===== src/hdl/erdf_pkg.sv =====
// Shared types and constants of the event log record deframer.
package erdf_pkg;

  localparam int unsigned CNT_W = 31;

  localparam logic [1:0] REG_SYNC_MARKER = 2'd0;
  localparam logic [1:0] REG_MAX_CHAN_LEN = 2'd1;

  localparam logic [31:0] SYNC_MARKER_RST = 32'hEDA1_DA01;
  localparam logic [15:0] MAX_CHAN_LEN_RST = 16'd999;

  localparam logic [3:0] KIND_HEADER = 4'd0;
  localparam logic [3:0] KIND_CHAN_BYTE = 4'd1;
  localparam logic [3:0] KIND_PAY_BYTE = 4'd2;
  localparam logic [3:0] KIND_DONE = 4'd3;
  localparam logic [3:0] KIND_BAD_CHAN_LEN = 4'd4;
  localparam logic [3:0] KIND_NEG_PAY_LEN = 4'd5;
  localparam logic [3:0] KIND_TRUNCATED = 4'd6;
  localparam logic [3:0] KIND_BAD_TRAILER = 4'd7;
  localparam logic [3:0] KIND_END_IDLE = 4'd8;

  typedef struct packed {
    logic [7:0] data_byte;
    logic       end_of_stream;
  } in_item_t;

  typedef struct packed {
    logic [3:0]         item_kind;
    logic [7:0]         byte_value;
    logic signed [63:0] event_number;
    logic signed [63:0] time_stamp;
    logic signed [31:0] channel_length;
    logic signed [31:0] payload_length;
  } out_item_t;

  typedef struct packed {
    logic [31:0] sync_marker;
    logic [15:0] max_channel_length;
  } cfg_t;

endpackage


===== src/hdl/erdf_fifo.sv =====
// Small register queue used on both sides of the deframing engine.
module erdf_fifo #(
  parameter int unsigned WIDTH = 8,
  parameter int unsigned DEPTH = 2
) (
  input  logic             clk,
  input  logic             rst_n,
  input  logic             wr_en,
  input  logic [WIDTH-1:0] wr_data,
  output logic             full,
  input  logic             rd_en,
  output logic [WIDTH-1:0] rd_data,
  output logic             empty
);

  localparam int unsigned PW = $clog2(DEPTH);
  localparam int unsigned CW = $clog2(DEPTH + 1);

  logic [WIDTH-1:0] mem_r [DEPTH];
  logic [PW-1:0]    wr_ptr_r, wr_ptr_nxt;
  logic [PW-1:0]    rd_ptr_r, rd_ptr_nxt;
  logic [CW-1:0]    count_r, count_nxt;
  logic             do_wr, do_rd;

  assign full    = (count_r == CW'(DEPTH));
  assign empty   = (count_r == '0);
  assign rd_data = mem_r[rd_ptr_r];
  assign do_wr   = wr_en && !full;
  assign do_rd   = rd_en && !empty;

  always_comb begin
    wr_ptr_nxt = wr_ptr_r;
    rd_ptr_nxt = rd_ptr_r;
    count_nxt  = count_r;
    if (do_wr) begin
      wr_ptr_nxt = (wr_ptr_r == PW'(DEPTH - 1)) ? '0 : wr_ptr_r + PW'(1);
    end
    if (do_rd) begin
      rd_ptr_nxt = (rd_ptr_r == PW'(DEPTH - 1)) ? '0 : rd_ptr_r + PW'(1);
    end
    if (do_wr && !do_rd) begin
      count_nxt = count_r + CW'(1);
    end else if (do_rd && !do_wr) begin
      count_nxt = count_r - CW'(1);
    end
  end

  always_ff @(posedge clk) begin
    if (!rst_n) begin
      wr_ptr_r <= '0;
      rd_ptr_r <= '0;
      count_r  <= '0;
    end else begin
      wr_ptr_r <= wr_ptr_nxt;
      rd_ptr_r <= rd_ptr_nxt;
      count_r  <= count_nxt;
    end
  end

  always_ff @(posedge clk) begin
    if (do_wr) begin
      mem_r[wr_ptr_r] <= wr_data;
    end
  end

endmodule


===== src/hdl/erdf_engine.sv =====
// Record deframing engine: marker hunt, header assembly, pass-through and trailer check.
module erdf_engine import erdf_pkg::*; (
  input  logic      clk,
  input  logic      rst_n,
  input  cfg_t      cfg,
  input  logic      in_empty,
  input  in_item_t  in_item,
  output logic      in_pop,
  input  logic      out_full,
  output logic      out_push,
  output out_item_t out_item
);

  localparam logic [2:0] PH_HUNT = 3'd0;
  localparam logic [2:0] PH_HEAD = 3'd1;
  localparam logic [2:0] PH_CHAN = 3'd2;
  localparam logic [2:0] PH_PAY = 3'd3;
  localparam logic [2:0] PH_TRAIL = 3'd4;

  logic [2:0]       phase_r, phase_nxt;
  logic [31:0]      shift_r, shift_nxt;
  logic [CNT_W-1:0] cnt_r, cnt_nxt;
  logic [63:0]      hnum_r, hnum_nxt;
  logic [63:0]      htime_r, htime_nxt;
  logic [31:0]      hcl_r, hcl_nxt;
  logic [31:0]      hpl_r, hpl_nxt;
  logic [CNT_W-1:0] cnt_inc;
  logic [31:0]      pl_new;
  logic [31:0]      shift_in;
  logic             take;

  assign take    = !in_empty && !out_full;
  assign in_pop  = take;
  assign cnt_inc = cnt_r + CNT_W'(1);
  assign pl_new  = {hpl_r[23:0], in_item.data_byte};
  assign shift_in = {shift_r[23:0], in_item.data_byte};

  always_comb begin
    phase_nxt = phase_r;
    shift_nxt = shift_r;
    cnt_nxt   = cnt_r;
    hnum_nxt  = hnum_r;
    htime_nxt = htime_r;
    hcl_nxt   = hcl_r;
    hpl_nxt   = hpl_r;
    out_push  = 1'b0;
    out_item  = '0;
    if (take) begin
      if (in_item.end_of_stream) begin
        phase_nxt = PH_HUNT;
        shift_nxt = '0;
        cnt_nxt   = '0;
        out_push  = 1'b1;
        case (phase_r)
          PH_TRAIL:                 out_item.item_kind = KIND_DONE;
          PH_HEAD, PH_CHAN, PH_PAY: out_item.item_kind = KIND_TRUNCATED;
          default:                  out_item.item_kind = KIND_END_IDLE;
        endcase
      end else begin
        case (phase_r)
          PH_HEAD: begin
            cnt_nxt = cnt_inc;
            if (cnt_r < CNT_W'(8)) begin
              hnum_nxt = {hnum_r[55:0], in_item.data_byte};
            end else if (cnt_r < CNT_W'(16)) begin
              htime_nxt = {htime_r[55:0], in_item.data_byte};
            end else if (cnt_r < CNT_W'(20)) begin
              hcl_nxt = {hcl_r[23:0], in_item.data_byte};
            end else begin
              hpl_nxt = pl_new;
            end
            if (cnt_r == CNT_W'(23)) begin
              out_push = 1'b1;
              if (hcl_r == '0 || hcl_r > {16'd0, cfg.max_channel_length}) begin
                phase_nxt = PH_HUNT;
                shift_nxt = '0;
                cnt_nxt   = '0;
                out_item.item_kind      = KIND_BAD_CHAN_LEN;
                out_item.channel_length = hcl_r;
              end else if (pl_new[31]) begin
                phase_nxt = PH_HUNT;
                shift_nxt = '0;
                cnt_nxt   = '0;
                out_item.item_kind      = KIND_NEG_PAY_LEN;
                out_item.payload_length = pl_new;
              end else begin
                phase_nxt = PH_CHAN;
                cnt_nxt   = '0;
                out_item.item_kind      = KIND_HEADER;
                out_item.event_number   = hnum_r;
                out_item.time_stamp     = htime_r;
                out_item.channel_length = hcl_r;
                out_item.payload_length = pl_new;
              end
            end
          end
          PH_CHAN: begin
            out_push = 1'b1;
            out_item.item_kind  = KIND_CHAN_BYTE;
            out_item.byte_value = in_item.data_byte;
            cnt_nxt = cnt_inc;
            if ({1'b0, cnt_inc} >= hcl_r) begin
              cnt_nxt = '0;
              if (hpl_r == '0) begin
                phase_nxt = PH_TRAIL;
                shift_nxt = '0;
              end else begin
                phase_nxt = PH_PAY;
              end
            end
          end
          PH_PAY: begin
            out_push = 1'b1;
            out_item.item_kind  = KIND_PAY_BYTE;
            out_item.byte_value = in_item.data_byte;
            cnt_nxt = cnt_inc;
            if ({1'b0, cnt_inc} >= hpl_r) begin
              phase_nxt = PH_TRAIL;
              cnt_nxt   = '0;
              shift_nxt = '0;
            end
          end
          PH_TRAIL: begin
            shift_nxt = shift_in;
            cnt_nxt   = cnt_inc;
            if (cnt_r == CNT_W'(3)) begin
              out_push  = 1'b1;
              shift_nxt = '0;
              cnt_nxt   = '0;
              if (shift_in == cfg.sync_marker) begin
                phase_nxt = PH_HEAD;
                out_item.item_kind = KIND_DONE;
              end else begin
                phase_nxt = PH_HUNT;
                out_item.item_kind = KIND_BAD_TRAILER;
              end
            end
          end
          default: begin
            // hunt for the sync marker; unused phase codes restart the hunt from a clear register
            if (phase_r == PH_HUNT) begin
              shift_nxt = shift_in;
            end else begin
              shift_nxt = {24'd0, in_item.data_byte};
            end
            phase_nxt = PH_HUNT;
            cnt_nxt   = '0;
            if (shift_nxt == cfg.sync_marker) begin
              phase_nxt = PH_HEAD;
            end
          end
        endcase
      end
    end
  end

  always_ff @(posedge clk) begin
    if (!rst_n) begin
      phase_r <= PH_HUNT;
      shift_r <= '0;
      cnt_r   <= '0;
    end else begin
      phase_r <= phase_nxt;
      shift_r <= shift_nxt;
      cnt_r   <= cnt_nxt;
    end
  end

  always_ff @(posedge clk) begin
    hnum_r  <= hnum_nxt;
    htime_r <= htime_nxt;
    hcl_r   <= hcl_nxt;
    hpl_r   <= hpl_nxt;
  end

  a_end_hunts: assert property (@(posedge clk) disable iff (!rst_n)
    take && in_item.end_of_stream |=> phase_r == PH_HUNT && cnt_r == '0 && shift_r == '0)
    else $error("end of stream did not return to hunting");

  a_head_count: assert property (@(posedge clk) disable iff (!rst_n)
    phase_r == PH_HEAD |-> cnt_r < CNT_W'(24))
    else $error("header byte count overran");

  a_chan_count: assert property (@(posedge clk) disable iff (!rst_n)
    phase_r == PH_CHAN |-> {1'b0, cnt_r} < hcl_r)
    else $error("channel byte count overran");

  a_trail_count: assert property (@(posedge clk) disable iff (!rst_n)
    phase_r == PH_TRAIL |-> cnt_r < CNT_W'(4))
    else $error("trailer byte count overran");

endmodule


===== src/hdl/event_log_record_deframer_unit.sv =====
// Top level of the event log record deframer.
// Takes one log stream byte (or an end-of-stream tick) per request and emits at most one
// result per request: headers, channel and payload bytes, record completion and errors.
// Throughput is one request per clock cycle: the deframing engine settles one byte per
// cycle in its phase machine, fed from a short input queue and feeding a short result
// queue. Each byte is registered in the input queue, its result in the result queue. The
// engine stalls only while the result queue is full. Configuration is written through
// cfg_*, which is always ready; index 0 is the sync marker, index 1 the largest channel
// length, and other indexes are ignored. Write configuration only while the block is idle.
module event_log_record_deframer_unit import erdf_pkg::*; #(
  parameter int unsigned IN_DEPTH  = 2,
  parameter int unsigned OUT_DEPTH = 2
) (
  input  logic        clk,
  input  logic        rst_n,
  input  logic        in_push,
  output logic        in_full,
  input  in_item_t    in_item,
  output logic        out_empty,
  input  logic        out_pop,
  output out_item_t   out_item,
  input  logic        cfg_valid,
  output logic        cfg_ready,
  input  logic [1:0]  cfg_index,
  input  logic [31:0] cfg_wdata
);

  logic [31:0] sync_marker_r;
  logic [15:0] max_chan_len_r;
  cfg_t        cfg;
  logic        iq_empty, iq_pop;
  in_item_t    iq_item;
  logic        oq_full, oq_push;
  out_item_t   oq_item;

  assign cfg_ready = 1'b1;
  assign cfg.sync_marker        = sync_marker_r;
  assign cfg.max_channel_length = max_chan_len_r;

  always_ff @(posedge clk) begin
    if (!rst_n) begin
      sync_marker_r  <= SYNC_MARKER_RST;
      max_chan_len_r <= MAX_CHAN_LEN_RST;
    end else if (cfg_valid && cfg_ready) begin
      case (cfg_index)
        REG_SYNC_MARKER:  sync_marker_r  <= cfg_wdata;
        REG_MAX_CHAN_LEN: max_chan_len_r <= cfg_wdata[15:0];
        default: ;
      endcase
    end
  end

  erdf_fifo #(
    .WIDTH ($bits(in_item_t)),
    .DEPTH (IN_DEPTH)
  ) u_in_q (
    .clk     (clk),
    .rst_n   (rst_n),
    .wr_en   (in_push),
    .wr_data (in_item),
    .full    (in_full),
    .rd_en   (iq_pop),
    .rd_data (iq_item),
    .empty   (iq_empty)
  );

  erdf_engine u_engine (
    .clk      (clk),
    .rst_n    (rst_n),
    .cfg      (cfg),
    .in_empty (iq_empty),
    .in_item  (iq_item),
    .in_pop   (iq_pop),
    .out_full (oq_full),
    .out_push (oq_push),
    .out_item (oq_item)
  );

  erdf_fifo #(
    .WIDTH ($bits(out_item_t)),
    .DEPTH (OUT_DEPTH)
  ) u_out_q (
    .clk     (clk),
    .rst_n   (rst_n),
    .wr_en   (oq_push),
    .wr_data (oq_item),
    .full    (oq_full),
    .rd_en   (out_pop),
    .rd_data (out_item),
    .empty   (out_empty)
  );

endmodule

===== config.mk =====
export PLATFORM = sky130hd
export DESIGN_NAME = event_log_record_deframer_unit
export DESIGN_NICKNAME = d
export VERILOG_FILES = /design/src/hdl/erdf_pkg.sv /design/src/hdl/erdf_fifo.sv /design/src/hdl/erdf_engine.sv /design/src/hdl/event_log_record_deframer_unit.sv
export SDC_FILE = /design/constraint.sdc
export NUM_CORES = 1
export LEC_CHECK = 0
export ABC_AREA = 1
export BUFFER_PORTS_ARGS = -buffer_cell sky130_fd_sc_hd__buf_2
export CAP_MARGIN = 20
export CORE_ASPECT_RATIO = 0.6
export CORE_MARGIN = 4
export CORE_UTILIZATION = 48
export CTS_CLUSTER_SIZE = 16
export DETAILED_ROUTE_END_ITERATION = 12
export PLACE_DENSITY_LB_ADDON = 0.1
export SYNTH_ARGS = -nofsm -noshare
export SYNTH_HDL_FRONTEND = slang
export SYNTH_SLANG_ARGS = --single-unit

===== constraint.sdc =====
create_clock -name clk -period 19.1 [get_ports clk]
set_input_delay 4.775 -clock clk [delete_from_list [all_inputs] [get_ports clk]]
set_output_delay 4.775 -clock clk [all_outputs]
set_load 0.03 [all_outputs]

Yosys cells after proc, flatten, opt, wreduce, memory -nomap -nowiden
Memories as Yosys holds them, arrays and structs flattened. A register that Yosys moved wholly into a read port is not among the register bits.
Cells that the tools add are included.
- register bits after elaboration: 306
- bits in writable memories: 426
- input bits: 48
- logic and storage cells: 158
- memories kept: 2
- add/subtract/negate cells: 9
- magnitude comparators: 6
- equal/unequal tests: 17
- muxes and demuxes: 68
- bitwise logic cells: 4
- reductions and logical operators: 37
- memories (name ; depth ; bits a word ; rd ports ; clocked after memory_dff ; wr ports ; line ; source):
    u_out_q.mem_r ; 2 ; 204 ; 1 ; 1 ; 1 ; erdf_fifo.sv:19 ; logic [WIDTH-1:0] mem_r [DEPTH];
    u_in_q.mem_r ; 2 ; 9 ; 1 ; 1 ; 1 ; erdf_fifo.sv:19 ;
- operator list (operator ; count):
    $mux W192 ; 2
    $mux W204 ; 1
    $mux W200 ; 1
    $mux W24 ; 8
    $mux W32 ; 6
    $mux W160 ; 1
    $mux W31 ; 5
    $mux W128 ; 1
    $pmux W31 S4 ; 1
    $pmux W24 S4 ; 1
    $eq A32 B32 Y1 ; 2
    $ge A31 B32 Y1 ; 2
    $logic_not A32 Y1 ; 2
    $lt A31 B5 Y1 const B ; 2
    $gt A32 B16 Y1 ; 1
    $add A31 B1 Y31 const B ; 1
    $eq A31 B2 Y1 const B ; 1
    $eq A31 B5 Y1 const B ; 1
    $lt A31 B4 Y1 const B ; 1
    $mux W3 ; 9
    $mux W1 ; 18
    $reduce_and A6 Y1 ; 3
    $mux W4 ; 4
    $pmux W4 S4 ; 1
    28 further kinds ; 66

Depth between registers and ports, before layout
Gate-level depths: netlist of run 1.
- depth in word-level cells: 10
- gate-level depth with buffers: 26

Hierarchy
From an unflattened synthesis of run 1, not the netlist that was laid out.
- cell total of the unflattened synthesis: 2668
- area, all modules: 32200.9 µm²
- by module, submodules not included (module ; instances ; cells an instance ; area an instance (µm²) ; seq. area each (µm²)):
    erdf_fifo at u_out_q ; 1 ; 673 ; 15625.0 ; 12351.8
    erdf_engine ; 1 ; 1661 ; 13716.9 ; 6926.6
    event_log_record_deframer_unit ; 1 ; 268 ; 1956.9 ; 960.9
    erdf_fifo at u_in_q ; 1 ; 66 ; 902.1 ; 640.6

Least setup slack after synthesis of run 1
OpenSTA, ideal clock, no wires.
- path type: reg2reg
- start: register u_engine.cnt_r[0]
- end: memory u_out_q.mem_r[0][0] (netlist name), enable pin
- data arrival time: 15.059 ns
- required time: 18.083 ns
- setup slack: 3.023 ns
- stages on the path, launching flop included: 10
- buffers on the path: 0
- clock period less this slack: 16.077 ns
- cell sequence: dfxtp_1 > ha_1 > nand2_1 > inv_1 > nand3_1 > nor3_2 > nand3_1 > nand4_1 > inv_1 > nor3_1
- word-level cells in the longest chain between the ends: 8
- ends and longest elaborated chain (item ; line ; source):
    start, declared ; erdf_engine.sv:22 ; logic [CNT_W-1:0] cnt_r, cnt_nxt;
    start signal, assigned ; erdf_engine.sv:165 ; cnt_r <= cnt_nxt;
    $eq A31 B2 Y1 / $eq A31 B5 Y1 (equally long branches) ; erdf_engine.sv:126, erdf_engine.sv:72 ;
    $mux W1, on equally long branches ; erdf_engine.sv:126, erdf_engine.sv:72 ;
    $pmux W1 S3 (*) ; erdf_engine.sv:60 ; case (phase_r)
    $mux W1 (*) ; erdf_engine.sv:49 ; if (in_item.end_of_stream) begin
    $mux W1 (*) ; erdf_engine.sv:48 ; if (take) begin
    $logic_and A1 B1 Y1 (*) ; erdf_fifo.sv:28 ; assign do_wr = wr_en && !full;
    $mux W1 (*) ; erdf_fifo.sv:61 ; if (do_wr) begin
    $mux W1 (implied by the code) (*) ; erdf_fifo.sv:62 ; mem_r[wr_ptr_r] <= wr_data;
    end, declared ; erdf_fifo.sv:19 ;
Mark *: on every way between the ends. The rest lies on a longest branch, timed or not.

==> results of run 1 <==
-- power groups by stage --
stage                     combinational (µW)  sequential [µW]  clock (µW)
after floorplan                         1040             2240           0
after global placement                  1420             2200           0
after detailed placement                1440             2200           0
after CTS                               1450             2170        1430
after global routing                    1530             2190        1490
final                                   1430             2170        1390
-- cells in the final DEF, fill, tap and decap left out, types with 6 or more instances in the layout --
master,Yosys,layout
a21o_1,7,7
a21oi_1,97,96
a21oi_2,20,21
buf_2,36,253
buf_4,10,24
bufinv_16,0,6
clkbuf_1,56,14
clkbuf_16,0,73
clkinv_1,3,15
clkinv_2,0,6
dfxtp_1,116,115
edfxtp_1,618,618
ha_1,81,81
inv_1,246,244
mux2_2,204,204
nand2_1,449,449
nand3_1,93,93
nand4_1,48,48
nor2_1,386,383
nor2_2,4,6
nor3_1,31,27
nor3_2,3,7
nor4_1,7,7
o211ai_1,16,16
o21ai_0,57,57
xnor2_1,8,8
xor2_1,32,32
-- worst max-delay path, delay by kind of cell (launching register included) --
| family | cells | cell delay, ns |
|---|---|---|
| DFF | 1 | 0.77 |
| buffers and inverters | 2 | 0.87 |
| muxes | 1 | 0.43 |
-- logic make-up (layout without fill, tap and decap cells) --
kind of cell	count (synthesis)	in the layout	share of synthesized area, %
AND/OR/NAND/NOR	1039	1039	13.6
flip-flops	734	734	66.0
buffers and inverters	366	658	4.82
AO/OA/AOI/OAI	213	213	3.92
multiplexers	204	204	7.26
adder cells (fa/ha/maj)	81	81	3.20
XOR/XNOR	40	40	1.11
other	1	1	0.0119
-- registers in the layout, summed over array words and instances, names as in the netlist, named ones only --
signal            flops
max_chan_len_r       16
sync_marker_r        32
u_engine.cnt_r       31
u_engine.hcl_r       32
u_engine.hnum_r      64
u_engine.hpl_r       32
u_engine.htime_r     64
u_engine.phase_r      3
u_engine.shift_r     24
u_in_q.count_r        2
u_in_q.mem_r         18
u_in_q.rd_ptr_r       1
u_in_q.wr_ptr_r       1
u_out_q.count_r       2
u_out_q.mem_r       408
u_out_q.rd_ptr_r      1
u_out_q.wr_ptr_r      1
-- layout make-up --
| type | instances | share of cell area [%] |
|---|---|---|
| clock inverters | 34 | 0.977 |
| multi-input cells | 1578 | 25.7 |
| repair buffers | 281 | 4.28 |
| well taps | 851 | 2.96 |
| inverters | 253 | 2.67 |
| flip-flops and latches | 734 | 58.0 |
| clock buffers | 90 | 5.34 |
-- cell usage after synthesis, types with 2 or more instances --
cell type,n,share of area [%]
nor2_2,4,0.079
nand2_1,449,5.3
a21oi_1,97,1.5
edfxtp_1,618,59
clkbuf_1,56,0.66
o21a_1,4,0.095
ha_1,81,3.2
inv_2,4,0.047
clkinv_1,3,0.036
xor2_1,32,0.89
xnor2_1,8,0.22
and3_1,2,0.040
inv_1,246,2.9
buf_1,3,0.036
a21oi_2,20,0.55
nor4_1,7,0.14
nand3b_1,2,0.047
nand3_1,93,1.5
o22ai_1,2,0.040
buf_4,10,0.24
nand2_4,3,0.11
o211ai_1,16,0.38
nand3_2,2,0.063
buf_8,2,0.095
a31oi_1,2,0.040
nor2_1,386,4.6
nor3_2,3,0.095
o21ai_0,57,0.90
buf_6,6,0.21
nand4_1,48,0.95
a21o_1,7,0.17
or2_2,3,0.059
mux2_2,204,7.3
buf_2,36,0.57
a22oi_1,2,0.047
dfxtp_1,116,7.3
nor3_1,31,0.49
-- worst max path at each step --
stage	from	to	slack [ns]	cells past startpoint
3_3_place_gp	register	out_item[3]	12.12	3
5_1_grt	register	out_item[35]	11.30	3
2_1_floorplan	u_engine.cnt_r[0]	u_out_q.mem_r[0][0]	3.02	9
6_report	register	out_item[35]	11.41	3
4_1_cts	register	out_item[35]	11.40	3
3_5_place_dp	register	out_item[35]	12.07	3
-- per-layer routing --
metal / vias up / GRT usage (%) / part of all wire (%)
li1: 9671 / - / -
met1: 10200 / 33.8 / 48
met2: 662 / 32.7 / 43
met3: 101 / 4.83 / 7.0
met4: 2 / 5.08 / 1.8
met5: - / 0 / 0.016
-- per-stage QoR --
step           util [%]  instance area [µm²]
2_1_floorplan         -                31600
3_3_place_gp       51.9                33600
3_5_place_dp       51.9                33700
4_1_cts            55.4                35900
5_1_grt            55.5                36000
6_report           55.5                36000
==> run_results.csv, run 1 <==
group,metric,value,unit
power_and_ir_drop,power_density,139,nW/µm²
power_and_ir_drop,internal-power,3270,µW
synthesis,synth-edff-count,618,
worst_setup_path,critPathKind,"register to output port",
worst_setup_path,end_kind,"output port",
cts,ctsResizeCount,0,
min_path,hp-start,"u_engine.htime_r[43]",
power_and_ir_drop,pwr-share-seq,43.5,%
synthesis,ys_warn_count,0,
floorplan,die_area,70200,µm²
power_and_ir_drop,power_leakage,0.0135,µW
detailed_routing,drt-total-wl,80.4,mm
worst_setup_path,path_max_fanout,161,
worst_setup_path,cp_slowest_stage_delay,0.77,ns
detailed_routing,route.detailed.drc,0,
placed_design,pre_cts_slack,12.07,ns
cts,htreeDepth,3,
timing,finalHoldViolations,0,
global_routing,grt_first_pass_wirelength,119,mm
synthesis,synthCells,2678,
worst_setup_path,r2r_cells,12,
worst_setup_path,rr_endpoint,"u_out_q.mem_r[0][102]",
layout,n_antenna_cell,0,
synthesis,syn_nets,2807,
worst_setup_path,reg2reg_from,"u_engine.cnt_r[24]",
global_routing,grt_start_max_net_pins,162,
power_and_ir_drop,ir_worst_vdd,79.6,µV
worst_setup_path,crit_arrival,2.92,ns
placed_design,io_buffers,253,
floorplan,num_rows,72,
worst_setup_path,worstPathCellList,"buf_12, mux2_2, buf_2",
cts,cts_max_path_buffers,3,
floorplan,initial_core_util,48.8,%
status,outcome,"complete, no violations",
timing,clock_skew,0.0258,ns
layout,multi_input_area,9260,µm²
worst_setup_path,worst_setup_path_start_kind,"register",
detailed_routing,drtIter0Drc,1768,
synthesis,async_flop_share,0,%
cts,clk_pin_slew_worst_paths,0.06,ns
cts,cts_sinks,734,
worst_setup_path,ff2ff_setup_slack,13.29,ns
cts,cts_buffers,70,
timing,setup_slack,11.41,ns
global_routing,antenna_found_initial,4,
timing,setup_viol,0,
cts,cts_root_buf,"clkbuf_16",
floorplan,coreArea,64900,µm²
synthesis,synth_area,31600,µm²
detailed_routing,drtPass1Iterations,6,
worst_setup_path,critPathSlowestCell,"dfxtp_4",
global_routing,grt_pass1_vias,19600,
layout,finalNetCount,3047,
timing,finalCriticalPeriod,7.69,ns
power_and_ir_drop,p_sw,1720,µW
layout,syn2layout_area_growth,13.8,%
min_path,hold_path_end,"u_engine.htime_r[51]",
flow_run,maxCapViolations,0,
cts,cts_hold_buffers,0,
global_routing,track_usage,22.2,%
detailed_routing,num_vias,20600,
timing,rsz0062_at_grt,"no",
synthesis,ys_types,50,
timing,max-slew-margin-rel,27.1,%
floorplan,boundaryPins,255,
cts,cts_tree,"built",
timing,final-max-slew-violation-count,0,
placed_design,globalplace.congestion,0.899,
layout,drive_gt1_share,21.5,%
min_path,hold_class,"register to register",
placed_design,hpwl,54.4,mm
layout,regArea,20900,µm²
layout,fin_cells,3821,
power_and_ir_drop,p_clk_share,27.9,%
floorplan,die_x,339,µm
power_and_ir_drop,finalPower,4990,µW
timing,tns,0,ns
floorplan,dieHeight,207,µm
synthesis,ys_seq_area_share,66.0,%
timing,clock.fmax,130,MHz
placed_design,place_inst,3695,
synthesis,synth_flop_cell,"edfxtp_1",
power_and_ir_drop,switching_share,34.4,%
detailed_routing,post_drt_wl_per_cell,21.0,µm
cts,clk_latency,0.62,ns
cts,postCtsSetupBuffers,0,
detailed_routing,drtAntennaViolNets,0,
timing,holdWs,0.443,ns
detailed_routing,via_per_inst,5.39,
synthesis,syn_area_per_cell,11.8,µm²
timing,tightest_slew,1.09,ns
min_path,holdPathStages,0,
global_routing,gr-total-overflow,0,
synthesis,ys_ff_latch,734,
layout,fill_cells,5509,
timing,post-route-period-util,40.3,%
worst_setup_path,cp.required,14.32,ns
power_and_ir_drop,combPwrFrac,28.6,%
No activity file was read; power rests on OpenSTA's default activity.
==> run 2: changes to the inputs <==
Settings changed: ABC_AREA 1 to 0.
Clock period 19.1 ns to 7.7 ns, I/O delays scaled along.
==> run 2 against run 1 <==
  * Non-clock buffer count is 12 lower
  * Area after synthesis is 4.9% lower
  * Die area is 4.7% lower
  * Cell count is 16% lower
  * Final area is 4.6% lower
  * Worst setup slack worse by 8.8 ns
  * Flip-flop and latch count stayed put
  * Sequential share of layout area is 2.8 points higher
  * First-iteration DRC count is 12% lower
  * Critical endpoint is now u_engine.shift_r[15]
  * Highest routed layer unchanged
==> run_results.csv, run 2 <==
group,metric,value,unit
worst_setup_path,r2r_cells,16,
timing,final-max-slew-violation-count,0,
floorplan,die_area,66900,µm²
detailed_routing,drtIter0Drc,1548,
floorplan,coreArea,61500,µm²
layout,largest_reg_flops,408,
worst_setup_path,path_delay_family,"simple AND/OR/NAND/NOR gates",
timing,clock.fmax,198,MHz
timing,tightest_slew,1.03,ns
detailed_routing,via_per_inst,5.56,
placed_design,io_buffers,253,
synthesis,synth.most_common_cell,"edfxtp_1",
synthesis,synth_top_family_by_area,"simple AND/OR/NAND/NOR gates",
synthesis,synthXorXnorAreaFrac,1.22,%
cts,ctsResizeCount,0,
cts,cts_max_path_buffers,3,
worst_setup_path,reg2reg_from,"u_engine.cnt_r[4]",
power_and_ir_drop,power_leakage,0.0126,µW
min_path,hold_class,"register to register",
timing,tns,0,ns
placed_design,hpwl,47.8,mm
timing,clock_skew,0.0170,ns
synthesis,ys_types,74,
synthesis,syn_nets,2204,
worst_setup_path,worst_setup_path_start_kind,"register",
layout,top_register,"u_out_q.mem_r",
min_path,holdPathStages,0,
global_routing,grt_start_max_net_pins,143,
synthesis,ys_top_cells_by_count,"edfxtp_1 (618), mux2_2 (204), and2_1 (143)",
global_routing,gr-total-overflow,0,
min_path,hp-start,"u_engine.htime_r[4]",
global_routing,grt_first_pass_wirelength,109,mm
worst_setup_path,crit_buf_inv,1,
worst_setup_path,crit_arrival,5.54,ns
placed_design,place_inst,3084,
status,outcome,"complete, no violations",
layout,layout_common_cells,"edfxtp_1 (618), buf_2 (253), mux2_2 (204)",
synthesis,ys_warn_count,0,
power_and_ir_drop,ir_worst_vdd,194,µV
synthesis,synth_flop_cell,"edfxtp_1",
synthesis,synth_area,30100,µm²
worst_setup_path,cp.required,8.19,ns
global_routing,grt_pass1_vias,17500,
worst_setup_path,crit_path_frequent_cell,"nand4_1",
floorplan,die_x,331,µm
cts,postCtsSetupBuffers,0,
worst_setup_path,worstPathCellList,"nand3_1, nor3_1, nand4_1, nor2_1, nand2_1, and2_1, or2_2, ha_1, nand4_1, nor4_1, inv_1, o22ai_1, o32a_1, nor3b_2, o22ai_4, a22o_1",
detailed_routing,post_drt_wl_per_cell,22.4,µm
worst_setup_path,rr_endpoint,"u_engine.shift_r[15]",
synthesis,synthAdderAreaFrac,3.40,%
synthesis,syn_area_per_cell,14.5,µm²
flow_run,maxCapViolations,0,
synthesis,synthCells,2075,
synthesis,yosysTopAreaCell,"edfxtp_1",
worst_setup_path,cp_slowest_stage_delay,0.66,ns
detailed_routing,drtPass1Iterations,6,
synthesis,yosysTopAreaCellShare,61.7,%
cts,htreeDepth,3,
worst_setup_path,end_kind,"register",
layout,fin_cells,3207,
cts,cts_hold_buffers,0,
floorplan,initial_core_util,48.9,%
timing,post-route-period-util,65.6,%
synthesis,yosys-top-cells-area,"edfxtp_1 (62%), dfxtp_1 (7.7%), mux2_2 (7.6%)",
detailed_routing,drt-total-wl,71.9,mm
worst_setup_path,ff2ff_setup_slack,2.65,ns
layout,mostFrequentLayoutCell,"edfxtp_1",
power_and_ir_drop,power_density,324,nW/µm²
synthesis,ys_ff_latch,734,
synthesis,ys_seq_area_share,69.4,%
timing,max-slew-margin-rel,31.5,%
synthesis,async_flop_share,0,%
detailed_routing,num_vias,17800,
synthesis,synth_mux_area_share,8.15,%
floorplan,dieHeight,202,µm
cts,cts_tree,"built",
worst_setup_path,critPathKind,"register to register",
cts,cts_root_buf,"clkbuf_16",
layout,syn2layout_area_growth,14.0,%
timing,holdWs,0.428,ns
floorplan,boundaryPins,255,
synthesis,synth-simple-area-share,10.1,%
global_routing,antenna_found_initial,1,
layout,drive_gt1_share,25.7,%
global_routing,track_usage,21.2,%
detailed_routing,drtAntennaViolNets,0,
layout,n_antenna_cell,0,
floorplan,num_rows,70,
worst_setup_path,critPathSlowestCell,"nor3_1",
cts,clk_pin_slew_worst_paths,0.06,ns
placed_design,globalplace.congestion,0.941,
cts,cts_sinks,734,
synthesis,synth-edff-count,618,
timing,finalHoldViolations,0,
layout,finalNetCount,2457,
cts,clk_latency,0.61,ns
worst_setup_path,path_max_fanout,24,
timing,finalCriticalPeriod,5.05,ns
min_path,hold_path_end,"u_engine.htime_r[12]",
layout,fill_cells,4990,
timing,setup_viol,0,
cts,cts_buffers,70,
timing,rsz0062_at_grt,"no",
synthesis,synth_compound_area_share,4.83,%
layout,reg_top3,"u_out_q.mem_r (408), u_engine.hnum_r (64), u_engine.htime_r (64)",
detailed_routing,route.detailed.drc,0,
-- run 2: cell count changes after synthesis, sizes merged, moves of 17 or more --
cell	change
nand4	-17
a22o	+17
nor4	+41
nor2	-287
o21ai	-20
buf	-18
nand2	-315
a21oi	-31
nand3	-67
inv	-140
and2	+143
-- run 2: worst register-to-register path, cell delays in order (launching register included) --
cell     delay, ns
dfxtp_1       0.52
nand3_1       0.23
nor3_1        0.66
nand4_1       0.33
nor2_1        0.30
nand2_1       0.11
and2_1        0.17
or2_2         0.31
ha_1          0.32
nand4_1       0.20
nor4_1        0.40
inv_1         0.08
o22ai_1       0.18
o32a_1        0.30
nor3b_2       0.31
o22ai_4       0.26
a22o_1        0.27
-- run 2: cell type report --
type / instances / area [µm²] / share of cell area, %
Sequential cell: 734 / 20900 / 60.9
Clock inverter: 41 / 378 / 1.10
Multi-Input combinational cell: 1142 / 8360 / 24.4
Timing Repair Buffer: 269 / 1420 / 4.15
Clock buffer: 82 / 1820 / 5.30
Tap cell: 828 / 1040 / 3.02
Inverter: 111 / 417 / 1.21
-- run 2: through the flow --
| step | instance area (µm²) | util, % | power (µW) | setup slack (ns) |
|---|---|---|---|---|
| 2_1_floorplan | 30100 | - | 7070 | 0.178 |
| 4_1_cts | 34300 | 55.8 | 11200 | 2.65 |
| 3_5_place_dp | 32100 | 52.2 | 7870 | 2.77 |
| 5_1_grt | 34300 | 55.8 | 11600 | 2.27 |
| 6_report | 34300 | 55.8 | 11100 | 2.65 |
| 3_3_place_gp | 32100 | 52.2 | 7850 | 2.78 |
-- run 2: worst max-delay path by stage --
stage,startpoint,to,slack (ns),cells after the start
after floorplan,u_engine.cnt_r[5],u_out_q.mem_r[0][0],0.18,8
after global placement,u_engine.cnt_r[11],u_out_q.mem_r[0][168],2.78,9
after detailed placement,u_engine.cnt_r[19],u_out_q.mem_r[0][118],2.77,8
after CTS,register,out_item[10],2.65,3
after global routing,u_engine.cnt_r[0],u_engine.shift_r[16],2.27,17
final,u_engine.cnt_r[4],u_engine.shift_r[15],2.65,16
-- run 2: logic make-up after synthesis --
| kind of cell | count (synthesis) |
|---|---|
| other | 1 |
| multiplexers | 216 |
| adder cells (fa/ha/maj) | 82 |
| AO/OA/AOI/OAI | 222 |
| flip-flops | 734 |
| AND/OR/NAND/NOR | 579 |
| XOR/XNOR | 42 |
| buffers and inverters | 199 |
-- run 2: layer usage --
metal / vias to the layer above / share of wire [%] / track usage, %
met5: - / 0.018 / 0
met4: 2 / 1.7 / 4.78
met3: 98 / 7.4 / 5.18
met1: 8916 / 47 / 31.7
met2: 613 / 44 / 31.5
li1: 8188 / - / -
-- run 2: power by group --
| group | switching (µW) | internal, µW |
|---|---|---|
| registers | 178 | 4860 |
| logic | 1880 | 824 |
| clock network | 1460 | 1900 |
